[config.mk]
export PLATFORM = sky130hd
export DESIGN_NAME = bfv_pipe_ctrl
export DESIGN_NICKNAME = d
export VERILOG_FILES = /design/src/rtl/core/box_frustum_visibility_top_defines.svh /design/src/rtl/core/bfv_pkg.sv /design/src/rtl/core/bfv_pipe_ctrl.sv
export SDC_FILE = /design/constraint.sdc
export NUM_CORES = 1
export LEC_CHECK = 0
export CAP_MARGIN = 40
export CORE_AREA = 2 2 39 41
export DETAILED_ROUTE_END_ITERATION = 8
export DIE_AREA = 0 0 41 43
export DONT_BUFFER_PORTS = 1
export PLACE_DENSITY = 0.3
export SLEW_MARGIN = 10
export SYNTH_ARGS = -nofsm -noshare
export SYNTH_HDL_FRONTEND = slang
export SYNTH_SLANG_ARGS = --single-unit
export TNS_END_PERCENT = 10
[constraint.sdc]
create_clock -name aclk -period 3.05 [get_ports aclk]
set_clock_uncertainty 0.15 [all_clocks]
set_input_delay 0.1525 -clock aclk [delete_from_list [all_inputs] [get_ports aclk]]
set_output_delay 0.1525 -clock aclk [all_outputs]
set_load 0.02 [all_outputs]
[src/rtl/core/box_frustum_visibility_top_defines.svh]
// ----------------------------------------------------------------------------
// box_frustum_visibility_top_defines
// Assertion macros shared by the box frustum visibility block.
// ----------------------------------------------------------------------------
`ifndef BOX_FRUSTUM_VISIBILITY_TOP_DEFINES_SVH
`define BOX_FRUSTUM_VISIBILITY_TOP_DEFINES_SVH

// same-cycle implication, sampled on aclk, off while in reset
`define BFV_ASSERT_IMP(name, cond, prop) \
    name: assert property (@(posedge aclk) disable iff (!aresetn) (cond) |-> (prop)) \
        else $error("bfv: same-cycle check failed");

// next-cycle implication, sampled on aclk, off while in reset
`define BFV_ASSERT_NXT(name, cond, prop) \
    name: assert property (@(posedge aclk) disable iff (!aresetn) (cond) |=> (prop)) \
        else $error("bfv: next-cycle check failed");

`endif

[src/rtl/core/bfv_pkg.sv]
// ----------------------------------------------------------------------------
// bfv_pkg
// Types, widths and codes for the box frustum visibility block.
// ----------------------------------------------------------------------------
`default_nettype none

package bfv_pkg;

    // field widths
    localparam int COORD_W   = 20;
    localparam int NORM_W    = 12;
    localparam int OFF_W     = 28;
    localparam int OFF_SHIFT = 10;
    localparam int CFG_W     = 64;
    localparam int CFG_IDX_W = 3;
    localparam int PROD_W    = COORD_W + NORM_W;
    localparam int DIST_W    = 39;

    localparam int PLANE_COUNT = 5;
    localparam int PIPE_DEPTH  = 5;

    // register indexes
    localparam logic [CFG_IDX_W-1:0] REG_PLANE_NEAR   = 3'd0;
    localparam logic [CFG_IDX_W-1:0] REG_PLANE_LEFT   = 3'd1;
    localparam logic [CFG_IDX_W-1:0] REG_PLANE_TOP    = 3'd2;
    localparam logic [CFG_IDX_W-1:0] REG_PLANE_RIGHT  = 3'd3;
    localparam logic [CFG_IDX_W-1:0] REG_PLANE_BOTTOM = 3'd4;

    // visibility codes
    localparam logic [1:0] VIS_OUTSIDE = 2'd0;
    localparam logic [1:0] VIS_PARTIAL = 2'd1;
    localparam logic [1:0] VIS_INSIDE  = 2'd2;

    // one plane register as stored
    typedef struct packed {
        logic signed [NORM_W-1:0] nx;
        logic signed [NORM_W-1:0] ny;
        logic signed [NORM_W-1:0] nz;
        logic signed [OFF_W-1:0]  off;
    } plane_t;

    // one box corner
    typedef struct packed {
        logic signed [COORD_W-1:0] x;
        logic signed [COORD_W-1:0] y;
        logic signed [COORD_W-1:0] z;
    } vec_t;

    // per-stage load enables from the pipeline control
    typedef struct packed {
        logic in_en;
        logic prod_en;
        logic sum_en;
        logic sign_en;
        logic out_en;
    } pipe_en_t;

    // exact signed product of a normal component and a coordinate
    function automatic logic signed [PROD_W-1:0] mul_nc(
        input logic signed [NORM_W-1:0]  n,
        input logic signed [COORD_W-1:0] c
    );
        logic signed [PROD_W-1:0] a;
        logic signed [PROD_W-1:0] b;
        a = PROD_W'(n);
        b = PROD_W'(c);
        return a * b;
    endfunction

    // a strictly positive component takes the minimum as near corner
    function automatic logic is_pos(input logic signed [NORM_W-1:0] n);
        return !n[NORM_W-1] && (n != '0);
    endfunction

endpackage

`default_nettype wire

[src/rtl/core/bfv_pipe_ctrl.sv]
// ----------------------------------------------------------------------------
// bfv_pipe_ctrl
// Valid bits and per-stage load enables of the five-stage pipeline.
// ----------------------------------------------------------------------------
`default_nettype none

module bfv_pipe_ctrl (
    input  wire logic              aclk,
    input  wire logic              aresetn,
    input  wire logic              s_valid,
    output logic                   s_ready,
    output logic                   m_valid,
    input  wire logic              m_ready,
    output bfv_pkg::pipe_en_t      en,
    output logic [bfv_pkg::PIPE_DEPTH-1:0] valid_bits
);

    logic [bfv_pkg::PIPE_DEPTH-1:0] valid_reg;
    logic [bfv_pkg::PIPE_DEPTH-1:0] valid_next;
    logic [bfv_pkg::PIPE_DEPTH-1:0] load;

    // a stage loads when empty or when its item moves on
    always_comb begin
        load[bfv_pkg::PIPE_DEPTH-1] = !valid_reg[bfv_pkg::PIPE_DEPTH-1] || m_ready;
        for (int k = bfv_pkg::PIPE_DEPTH - 2; k >= 0; k--) begin
            load[k] = !valid_reg[k] || load[k+1];
        end
    end

    // valid bits follow their items
    always_comb begin
        valid_next[0] = load[0] ? s_valid : valid_reg[0];
        for (int k = 1; k < bfv_pkg::PIPE_DEPTH; k++) begin
            valid_next[k] = load[k] ? valid_reg[k-1] : valid_reg[k];
        end
    end

    always_ff @(posedge aclk) begin
        if (!aresetn) begin
            valid_reg <= '0;
        end else begin
            valid_reg <= valid_next;
        end
    end

    assign s_ready    = load[0];
    assign m_valid    = valid_reg[bfv_pkg::PIPE_DEPTH-1];
    assign valid_bits = valid_reg;

    assign en.in_en   = load[0];
    assign en.prod_en = load[1];
    assign en.sum_en  = load[2];
    assign en.sign_en = load[3];
    assign en.out_en  = load[4];

endmodule

`default_nettype wire

==> flow_summary.yaml <==
run_status:
  outcome: "finished clean"
synth:
  synthesis.nets: 28
  syn_area_um2: 210
  async_flop_share_pct: 0
  ys_seq_area_share_pct: 47.6
  synthTopCellsByArea: "dfxtp_1 48%, a21boi_0 7.1%, buf_4 7.1%, inv_1 5.4%, nand2_1 5.4%"
  synth_top_area_share_pct: 47.6
  yosysMostFrequentCell: "dfxtp_1"
  syn_avg_cell_area_um2: 8.76
  synthDistinctLibCells: 12
  synthFlopType: "dfxtp_1"
  synth_largest_area_cell: "dfxtp_1"
  synth-edff-count: 0
  synth_common_cells: "5 x dfxtp_1, 3 x inv_1, 3 x nand2_1"
  ys_warn_count: 0
  syn_inst: 24
  synth-seq-cells: 5
setup_path:
  worstReg2RegEnd: "valid_bits[0]"
  endpoint_kind: "flop"
  r2r_slack_ps: 1050
  r2r_cells: 3
  worst_ep_arrival_time_ps: 2040
  timing.rr.start: "valid_bits[4]"
  crit_fanout: 5
  cpPeakStageDelay_ps: 610
  cp.required_ps: 3090
  worstSetupPathType: "reg2reg"
  start_kind: "flop"
  cp_cell_sequence: "nand3b_1 -> o21ai_0 -> dlygate4sd3_1"
  cp_slowest_cell: "dfxtp_1"
  startpoint: "valid_bits[4]"
power:
  clock_power_share_pct: 49.1
  vdd_drop_max_uv: 146
  seq_power_share_pct: 46.2
  p_leak_nw: 0.0950
  power.switching_w: 0.0000359
  p_int_w: 0.000122
  power_density_nw_per_um2: 562
  sw_frac_of_total_pct: 22.7
  p_comb_share_pct: 4.7
drt:
  via_count: 184
  drc: 0
  first_pass_iters: 4
  final_antenna_net_count: 0
  wire_per_inst_um: 12.4
  finalWirelength_um: 570
  drtIter0Drc: 2
  vias_per_cell: 4.00
cells_and_area:
  nNetsFinal: 35
  syn_to_final_growth_pct: 33.9
  n_antenna_cell: 0
  largest_reg_flops: 5
  layout-drive-gt1-share_pct: 10.0
place:
  place.gp.congestion: 0.667
  place_ws_ps: 1400
  dpl.hpwl_um: 422
  io_buffer_count: 0
timing:
  fin_crit_ps: 2000
  rsz0062_at_grt: "false"
  setup_violations: 0
  finalHoldViolations: 0
  tightest_slew_ps: 478
  finalCritPeriodShare_pct: 65.5
  worst_slack_ps: 1050
  fin_tns_setup_ps: 0
  slew_headroom_pct: 68.1
  clock.fmax_ghz: 0.500
  slew_viol_final: 0
clock_tree:
  postCtsSetupBuffers: 0
  cts_tree: "done"
  clkLatencyLatePin_ps: 250
  htreeDepth: 1
  cts_resized: 0
  cts_inserted_buffers: 3
  root_buffer: "clkbuf_4"
  cts.reportedPaths.clkPinSlew_ps: 40
  cts_buffer_depth: 2
  cts.sinks: 5
  cts-hold-fix-buffers: 4
job:
  cap_viol_max_count: 0
floorplan:
  rows: 14
  core_area_um2: 1380
  die_x_um: 41
  ioPinCount: 16
  start_util_pct: 15.2
  die_area_um2: 1760
  die_y_um: 43
hold_path:
  min_to: "valid_bits[4]"
  worstHoldPathCells: 2
  holdCritStartpoint: "m_ready"
  min_path_type: "in2reg"
global_route:
  grt-ovfl-total: 0
  first_global_vias: 205
  grt_max_degree: 7
  grt_pass1_wl_um: 959
  antenna_found_initial: 0
  grt_usage_pct: 9.27
## cells by family (layout without fill, tap and decap cells)
family,count (synthesis),count (layout),share of synthesized area (%)
and+or+nand+nor,9,9,24.4
DFF,5,5,47.6
buffers and inverters,5,11,12.5
AOI/OAI and AO/OA,5,5,15.5
## critical path: cells and delay by family, from the launching register on
kind / cells / cell delay (ps)
simple gates: 1 / 380
compound gates: 1 / 240
buf+inv: 1 / 570
flops: 1 / 610
## layout make-up
type                            count  area [µm²]
Fill cell                         157        1100
Sequential cell                     5         100
Multi-Input combinational cell     14        83.8
Timing Repair Buffer                4        40.0
Clock buffer                        4        26.3
Tap cell                           16        20.0
Inverter                            3        11.3
## power by group through the flow
stage | Sequential [W] | Combinational, W | Clock, W
floorplan | 0.0000732 | 0.00000303 | 0
detailed placement | 0.0000743 | 0.00000276 | 0
global placement | 0.0000743 | 0.00000263 | 0
global route | 0.0000734 | 0.00000842 | 0.0000861
CTS | 0.0000731 | 0.00000744 | 0.0000808
finish | 0.0000731 | 0.00000744 | 0.0000777
## how the worst max path moves through the flow
stage	endpoint	slack [ps]
6_report	valid_bits[0]	1050
5_1_grt	valid_bits[0]	930
4_1_cts	valid_bits[0]	1040
3_5_place_dp	s_ready	1400
3_3_place_gp	en[4]	1410
2_1_floorplan	en[4]	1530
## layout by cell type, fill, tap and decap left out
master / count
dfxtp_1: 5
dlygate4sd3_1: 4
nand2_1: 3
inv_1: 3
clkbuf_4: 3
nand3_1: 2
o21ai_0: 2
a21boi_0: 2
and4b_1: 1
nand3b_1: 1
nand2b_1: 1
nand4_1: 1
o21a_1: 1
clkbuf_1: 1
## metrics by stage
| step | hold slack [ps] | power [W] | utilization, % | cell area (µm²) | cells |
|---|---|---|---|---|---|
| 5_1_grt | 167 | 0.000168 | 20.3 | 282 | 46 |
| 2_1_floorplan | 111 | 0.0000762 | - | 210 | 24 |
| 3_3_place_gp | 119 | 0.0000769 | 15.6 | 215 | 38 |
| 4_1_cts | 144 | 0.000161 | 20.3 | 282 | 46 |
| 3_5_place_dp | 128 | 0.0000771 | 15.6 | 215 | 38 |
| 6_report | 143 | 0.000158 | 20.3 | 282 | 46 |
## metal layers
metal,vias to the layer above,share of wire (%),GRT usage [%]
li1,91,-,-
met1,82,32,7.82
met2,9,51,12.2
met3,2,15,7.33
met4,0,2.3,10.0
met5,-,0,0
Power figures use the tool's default switching activity.
