**src/rtl/core/box_frustum_visibility_top_defines.svh**
```systemverilog
// ----------------------------------------------------------------------------
// box_frustum_visibility_top_defines
// Assertion macros shared by the box frustum visibility block.
// ----------------------------------------------------------------------------
`ifndef BOX_FRUSTUM_VISIBILITY_TOP_DEFINES_SVH
`define BOX_FRUSTUM_VISIBILITY_TOP_DEFINES_SVH

// same-cycle implication, sampled on aclk, off while in reset
`define BFV_ASSERT_IMP(name, cond, prop) \
    name: assert property (@(posedge aclk) disable iff (!aresetn) (cond) |-> (prop)) \
        else $error("bfv: same-cycle check failed");

// next-cycle implication, sampled on aclk, off while in reset
`define BFV_ASSERT_NXT(name, cond, prop) \
    name: assert property (@(posedge aclk) disable iff (!aresetn) (cond) |=> (prop)) \
        else $error("bfv: next-cycle check failed");

`endif

```
**src/rtl/core/bfv_pkg.sv**
```systemverilog
// ----------------------------------------------------------------------------
// bfv_pkg
// Types, widths and codes for the box frustum visibility block.
// ----------------------------------------------------------------------------
`default_nettype none

package bfv_pkg;

    // field widths
    localparam int COORD_W   = 20;
    localparam int NORM_W    = 12;
    localparam int OFF_W     = 28;
    localparam int OFF_SHIFT = 10;
    localparam int CFG_W     = 64;
    localparam int CFG_IDX_W = 3;
    localparam int PROD_W    = COORD_W + NORM_W;
    localparam int DIST_W    = 39;

    localparam int PLANE_COUNT = 5;
    localparam int PIPE_DEPTH  = 5;

    // register indexes
    localparam logic [CFG_IDX_W-1:0] REG_PLANE_NEAR   = 3'd0;
    localparam logic [CFG_IDX_W-1:0] REG_PLANE_LEFT   = 3'd1;
    localparam logic [CFG_IDX_W-1:0] REG_PLANE_TOP    = 3'd2;
    localparam logic [CFG_IDX_W-1:0] REG_PLANE_RIGHT  = 3'd3;
    localparam logic [CFG_IDX_W-1:0] REG_PLANE_BOTTOM = 3'd4;

    // visibility codes
    localparam logic [1:0] VIS_OUTSIDE = 2'd0;
    localparam logic [1:0] VIS_PARTIAL = 2'd1;
    localparam logic [1:0] VIS_INSIDE  = 2'd2;

    // one plane register as stored
    typedef struct packed {
        logic signed [NORM_W-1:0] nx;
        logic signed [NORM_W-1:0] ny;
        logic signed [NORM_W-1:0] nz;
        logic signed [OFF_W-1:0]  off;
    } plane_t;

    // one box corner
    typedef struct packed {
        logic signed [COORD_W-1:0] x;
        logic signed [COORD_W-1:0] y;
        logic signed [COORD_W-1:0] z;
    } vec_t;

    // per-stage load enables from the pipeline control
    typedef struct packed {
        logic in_en;
        logic prod_en;
        logic sum_en;
        logic sign_en;
        logic out_en;
    } pipe_en_t;

    // exact signed product of a normal component and a coordinate
    function automatic logic signed [PROD_W-1:0] mul_nc(
        input logic signed [NORM_W-1:0]  n,
        input logic signed [COORD_W-1:0] c
    );
        logic signed [PROD_W-1:0] a;
        logic signed [PROD_W-1:0] b;
        a = PROD_W'(n);
        b = PROD_W'(c);
        return a * b;
    endfunction

    // a strictly positive component takes the minimum as near corner
    function automatic logic is_pos(input logic signed [NORM_W-1:0] n);
        return !n[NORM_W-1] && (n != '0);
    endfunction

endpackage

`default_nettype wire

```
**src/rtl/core/bfv_plane_eval.sv**
```systemverilog
// ----------------------------------------------------------------------------
// bfv_plane_eval
// Near and far corner distances of a box against one plane, three stages:
// products, partial sums, final sum and sign.
// ----------------------------------------------------------------------------
`default_nettype none

module bfv_plane_eval (
    input  wire logic              aclk,
    input  wire bfv_pkg::pipe_en_t en,
    input  wire bfv_pkg::plane_t   plane,
    input  wire bfv_pkg::vec_t     lo,
    input  wire bfv_pkg::vec_t     hi,
    output logic                   near_neg,
    output logic                   far_neg
);

    bfv_pkg::vec_t near_c;
    bfv_pkg::vec_t far_c;

    logic signed [bfv_pkg::PROD_W-1:0] pn_x_reg, pn_y_reg, pn_z_reg;
    logic signed [bfv_pkg::PROD_W-1:0] pf_x_reg, pf_y_reg, pf_z_reg;
    logic signed [bfv_pkg::DIST_W-1:0] sn_a_reg, sn_b_reg, sf_a_reg, sf_b_reg;
    logic signed [bfv_pkg::DIST_W-1:0] off_ext;
    logic signed [bfv_pkg::DIST_W-1:0] dn_next, df_next;
    logic                              near_neg_reg, far_neg_reg;

    // corner pick by normal signs
    always_comb begin
        near_c.x = bfv_pkg::is_pos(plane.nx) ? lo.x : hi.x;
        near_c.y = bfv_pkg::is_pos(plane.ny) ? lo.y : hi.y;
        near_c.z = bfv_pkg::is_pos(plane.nz) ? lo.z : hi.z;
        far_c.x  = bfv_pkg::is_pos(plane.nx) ? hi.x : lo.x;
        far_c.y  = bfv_pkg::is_pos(plane.ny) ? hi.y : lo.y;
        far_c.z  = bfv_pkg::is_pos(plane.nz) ? hi.z : lo.z;
    end

    // product stage
    always_ff @(posedge aclk) begin
        if (en.prod_en) begin
            pn_x_reg <= bfv_pkg::mul_nc(plane.nx, near_c.x);
            pn_y_reg <= bfv_pkg::mul_nc(plane.ny, near_c.y);
            pn_z_reg <= bfv_pkg::mul_nc(plane.nz, near_c.z);
            pf_x_reg <= bfv_pkg::mul_nc(plane.nx, far_c.x);
            pf_y_reg <= bfv_pkg::mul_nc(plane.ny, far_c.y);
            pf_z_reg <= bfv_pkg::mul_nc(plane.nz, far_c.z);
        end
    end

    // offset aligned to the product fraction bits
    assign off_ext = bfv_pkg::DIST_W'(plane.off) <<< bfv_pkg::OFF_SHIFT;

    // partial sum stage
    always_ff @(posedge aclk) begin
        if (en.sum_en) begin
            sn_a_reg <= bfv_pkg::DIST_W'(pn_x_reg) + bfv_pkg::DIST_W'(pn_y_reg);
            sn_b_reg <= bfv_pkg::DIST_W'(pn_z_reg) + off_ext;
            sf_a_reg <= bfv_pkg::DIST_W'(pf_x_reg) + bfv_pkg::DIST_W'(pf_y_reg);
            sf_b_reg <= bfv_pkg::DIST_W'(pf_z_reg) + off_ext;
        end
    end

    // final sum, keep only the sign
    assign dn_next = sn_a_reg + sn_b_reg;
    assign df_next = sf_a_reg + sf_b_reg;

    always_ff @(posedge aclk) begin
        if (en.sign_en) begin
            near_neg_reg <= dn_next[bfv_pkg::DIST_W-1];
            far_neg_reg  <= df_next[bfv_pkg::DIST_W-1];
        end
    end

    assign near_neg = near_neg_reg;
    assign far_neg  = far_neg_reg;

endmodule

`default_nettype wire

```
**config.mk**
```make
export PLATFORM = sky130hd
export DESIGN_NAME = bfv_plane_eval
export DESIGN_NICKNAME = d
export VERILOG_FILES = /design/src/rtl/core/box_frustum_visibility_top_defines.svh /design/src/rtl/core/bfv_pkg.sv /design/src/rtl/core/bfv_plane_eval.sv
export SDC_FILE = /design/constraint.sdc
export NUM_CORES = 2
export LEC_CHECK = 0
export BUFFER_PORTS_ARGS = -buffer_cell sky130_fd_sc_hd__buf_2
export CAP_MARGIN = 15
export CORE_MARGIN = 10
export CORE_UTILIZATION = 37
export CTS_BUF_LIST = sky130_fd_sc_hd__clkbuf_16
export DETAILED_ROUTE_END_ITERATION = 7
export PLACE_DENSITY = 0.62
export REMOVE_ABC_BUFFERS = 1
export SLEW_MARGIN = 20
export SYNTH_ARGS = -nofsm -noshare
export SYNTH_HDL_FRONTEND = slang
export SYNTH_SLANG_ARGS = --single-unit
```
**constraint.sdc**
```tcl
create_clock -name aclk -period 25.6 [get_ports aclk]
set_input_delay 5.12 -clock aclk [delete_from_list [all_inputs] [get_ports aclk]]
set_output_delay 5.12 -clock aclk [all_outputs]
set_load 0.02 [all_outputs]
```
==> impl_metrics.py <==
metrics = {
    "run_status": {
        "status": "complete, no violations",
    },
    "critical_path": {
        "worstSetupStartpoint": "plane[46]",
        "cp_common_cell": "fa_1",
        "cp-start-kind": "primary input",
        "endpoint_kind": "flip-flop",
        "crit_type": "in -> reg",
        "r2r_slack_ns": 21.81,
        "reg2reg_from": "pf_x_reg[0]",
        "critPathSlowestCell": "buf_2",
        "max_stage_delay_ns": 0.77,
        "path_cells": "buf_2, nor3_1, a31oi_4, buf_4, mux2_2, and2_1, fa_1, fa_1, fa_1, fa_1, inv_1, fa_1, inv_1, ha_1, a21o_1, a21o_1, o311ai_0, o21bai_1, a21o_1, a31oi_1, o21ai_0, a21oi_1, xnor2_1",
        "critPathRequiredTime_ns": 25.92,
        "crit_arrival_ns": 13.29,
        "path_max_fanout": 41,
    },
    "cts": {
        "clkSinkCount": 338,
        "htreeDepth": 2,
        "root_buffer": "clkbuf_16",
        "cts_setup_buffers": 0,
        "cts_tree": "built",
        "ctsHoldBuffers": 0,
        "cts_inserted_buffers": 40,
        "insertion_delay_ns": 0.59,
        "clk_pin_slew_ns": 0.06,
        "clk_path_buf_depth": 3,
        "ctsResizeCount": 0,
    },
    "logic_synthesis": {
        "yosysTopAreaCell": "fa_1",
        "synth_area_sq_um": 68830,
        "synth_top_family_by_area": "adder cells",
        "avgSynthCellArea_sq_um": 9.491,
        "synth-edff-count": 338,
        "synth_top_area_share": 0.3816,
        "synthMuxAreaShare": 0.01991,
        "yosysWarnings": 0,
        "ys_seq_area_frac": 0.1475,
        "synth_flop_cell": "edfxtp_1",
        "synth-compound-area-share": 0.07152,
        "synthCells": 7252,
        "synth_xor_area_frac": 0.03639,
        "synth_area_leaders": "fa_1 38%, edfxtp_1 15%, ha_1 11%, inv_1 8.9%, nand2_1 5.3%",
        "yosys.area_share.adder": 0.4900,
        "yosys.area_share.simple": 0.1307,
        "async_flop_share": 0,
        "yosysUniqueCellTypes": 73,
        "ys_seq_elements": 338,
    },
    "sta": {
        "relSlewSlack": 0.2697,
        "fin_tns_setup_ns": 0,
        "drv_slew": 0,
        "layout_min_cycle_time_ns": 12.98,
        "rsz0062_at_grt": "no",
        "max_freq_mhz": 77.05,
        "hold_violations": 0,
        "period_share": 0.5070,
        "worst_pin_slew_ns": 1.095,
        "finalSetupViolations": 0,
        "skew_ns": 0.02869,
    },
    "die": {
        "row_count": 158,
        "die_area_sq_um": 203700,
        "die-height_um": 451.3,
        "fp.dieW_um": 451.3,
        "boundaryPins": 192,
        "coreArea_sq_um": 185200,
        "initial_core_util": 0.3716,
    },
    "placed_design": {
        "portBuffers": 189,
        "routabilityCongestion": 0.8782,
        "hpwl_um": 139200,
        "placed_cell_area_sq_um": 72120,
        "dp_cells": 9672,
    },
    "global_routing": {
        "grt_pass1_vias": 52110,
        "antenna_found_initial": 56,
        "overflow": 0,
        "grt_max_degree": 82,
        "grt_pass1_wl_um": 278100,
        "track_usage": 0.1678,
    },
    "detailed_routing": {
        "wl_per_cell_um": 17.24,
        "finalWirelength_um": 168400,
        "vias_per_cell": 4.976,
        "drc": 0,
        "firstDrtPassIters": 6,
        "drtIter0Drc": 3051,
        "drtAntennaViolNets": 0,
        "vias": 48600,
    },
    "hold_path": {
        "hold_start": "pf_z_reg[0]",
        "holdCritPathClass": "reg -> reg",
    },
    "flow_run": {
        "drv_cap": 0,
    },
    "cells_and_area": {
        "nets": 9332,
        "drive_gt1_frac": 0.05851,
        "area_delta_synth_final_pct": 6.726,
        "finalNonFillerCells": 9767,
        "final_cell_area_sq_um": 73460,
        "num-fill-cells": 18190,
    },
}
final cells by class:
type | count | area [sq um] | share of cell area
Tap cell | 2480 | 3103 | 0.04224
Inverter | 1628 | 6111 | 0.08319
Clock buffer | 40 | 1001 | 0.01363
Antenna cell | 23 | 57.56 | 0.0007835
Multi-Input combinational cell | 5006 | 51560 | 0.7019
Clock inverter | 32 | 280.3 | 0.003815
Timing Repair Buffer | 220 | 1194 | 0.01625
Sequential cell | 338 | 10150 | 0.1382
placed cells by master (no fill, tap or decap), types with 54 or more instances in the layout:
cell type  netlist  routed
inv_1         1628    1633
fa_1          1312    1312
nand2_1        968     968
ha_1           596     596
and2_1         445     445
edfxtp_1       338     338
a21oi_1        233     233
nor2_1         223     223
xnor2_1        220     220
buf_2            0     187
o21ai_0        139     139
a21o_1         129     129
mux2_2         119     119
xor2_1          66      66
nand2b_1        61      61
o21a_1          54      54
path summary, 6_finish.rpt:
kind,cells past startpoint,end
setup / recovery,23,pf_y_reg[30]
hold reg to reg,0,sf_b_reg[0]
hold / removal,0,sf_b_reg[0]
setup reg to reg,12,sf_a_reg[30]
synthesized netlist by cell type, drive strengths merged, types with 9 or more instances:
cell,count
a211oi,20
a21o,129
a21oi,235
a31oi,29
and2,445
and3,21
clkbuf,278
edfxtp,338
fa,1312
ha,596
inv,1628
mux2,119
nand2,968
nand2b,61
nand3,43
nand4,25
nor2,223
nor2b,47
nor3,43
nor4,10
o211ai,13
o21a,54
o21ai,143
o21bai,27
o31ai,9
or2,9
or3,13
xnor2,220
xor2,66
per-layer routing:
metal / wire [um] / GRT usage / share of wire
met1: 70780 / 0.2204 / 0.42
met5: 111 / 0 / 0.00066
met3: 8768 / 0.02063 / 0.052
met2: 81290 / 0.2803 / 0.48
met4: 7451 / 0.06829 / 0.044
metrics by stage:
step	utilization	setup slack, ns	hold WS (ns)
6_report	0.3966	12.62	0.4173
5_1_grt	0.3965	12.30	0.4259
4_1_cts	0.3962	12.81	0.4169
3_5_place_dp	0.3893	12.21	0.4045
3_3_place_gp	0.3893	12.36	0.4056
2_1_floorplan	-	12.24	0.4003
cell families after synthesis:
logic type / Yosys count
and+or+nand+nor: 1926
buffers and inverters: 1908
adders and majority gates: 1908
AOI/OAI and AO/OA: 764
DFF: 338
xor gates and xnor gates: 286
muxes: 122
worst max-delay path, delay by kind of cell:
family	cells	cell delay, ns
mux	1	0.52
compound gates	9	2.94
simple gates	2	0.44
fa+ha+maj	6	2.87
buf+inv	4	1.29
xor+xnor	1	0.10
Power is not shown: default switching activity piles up to over one toggle a cycle in this logic, so the estimate is an artifact.
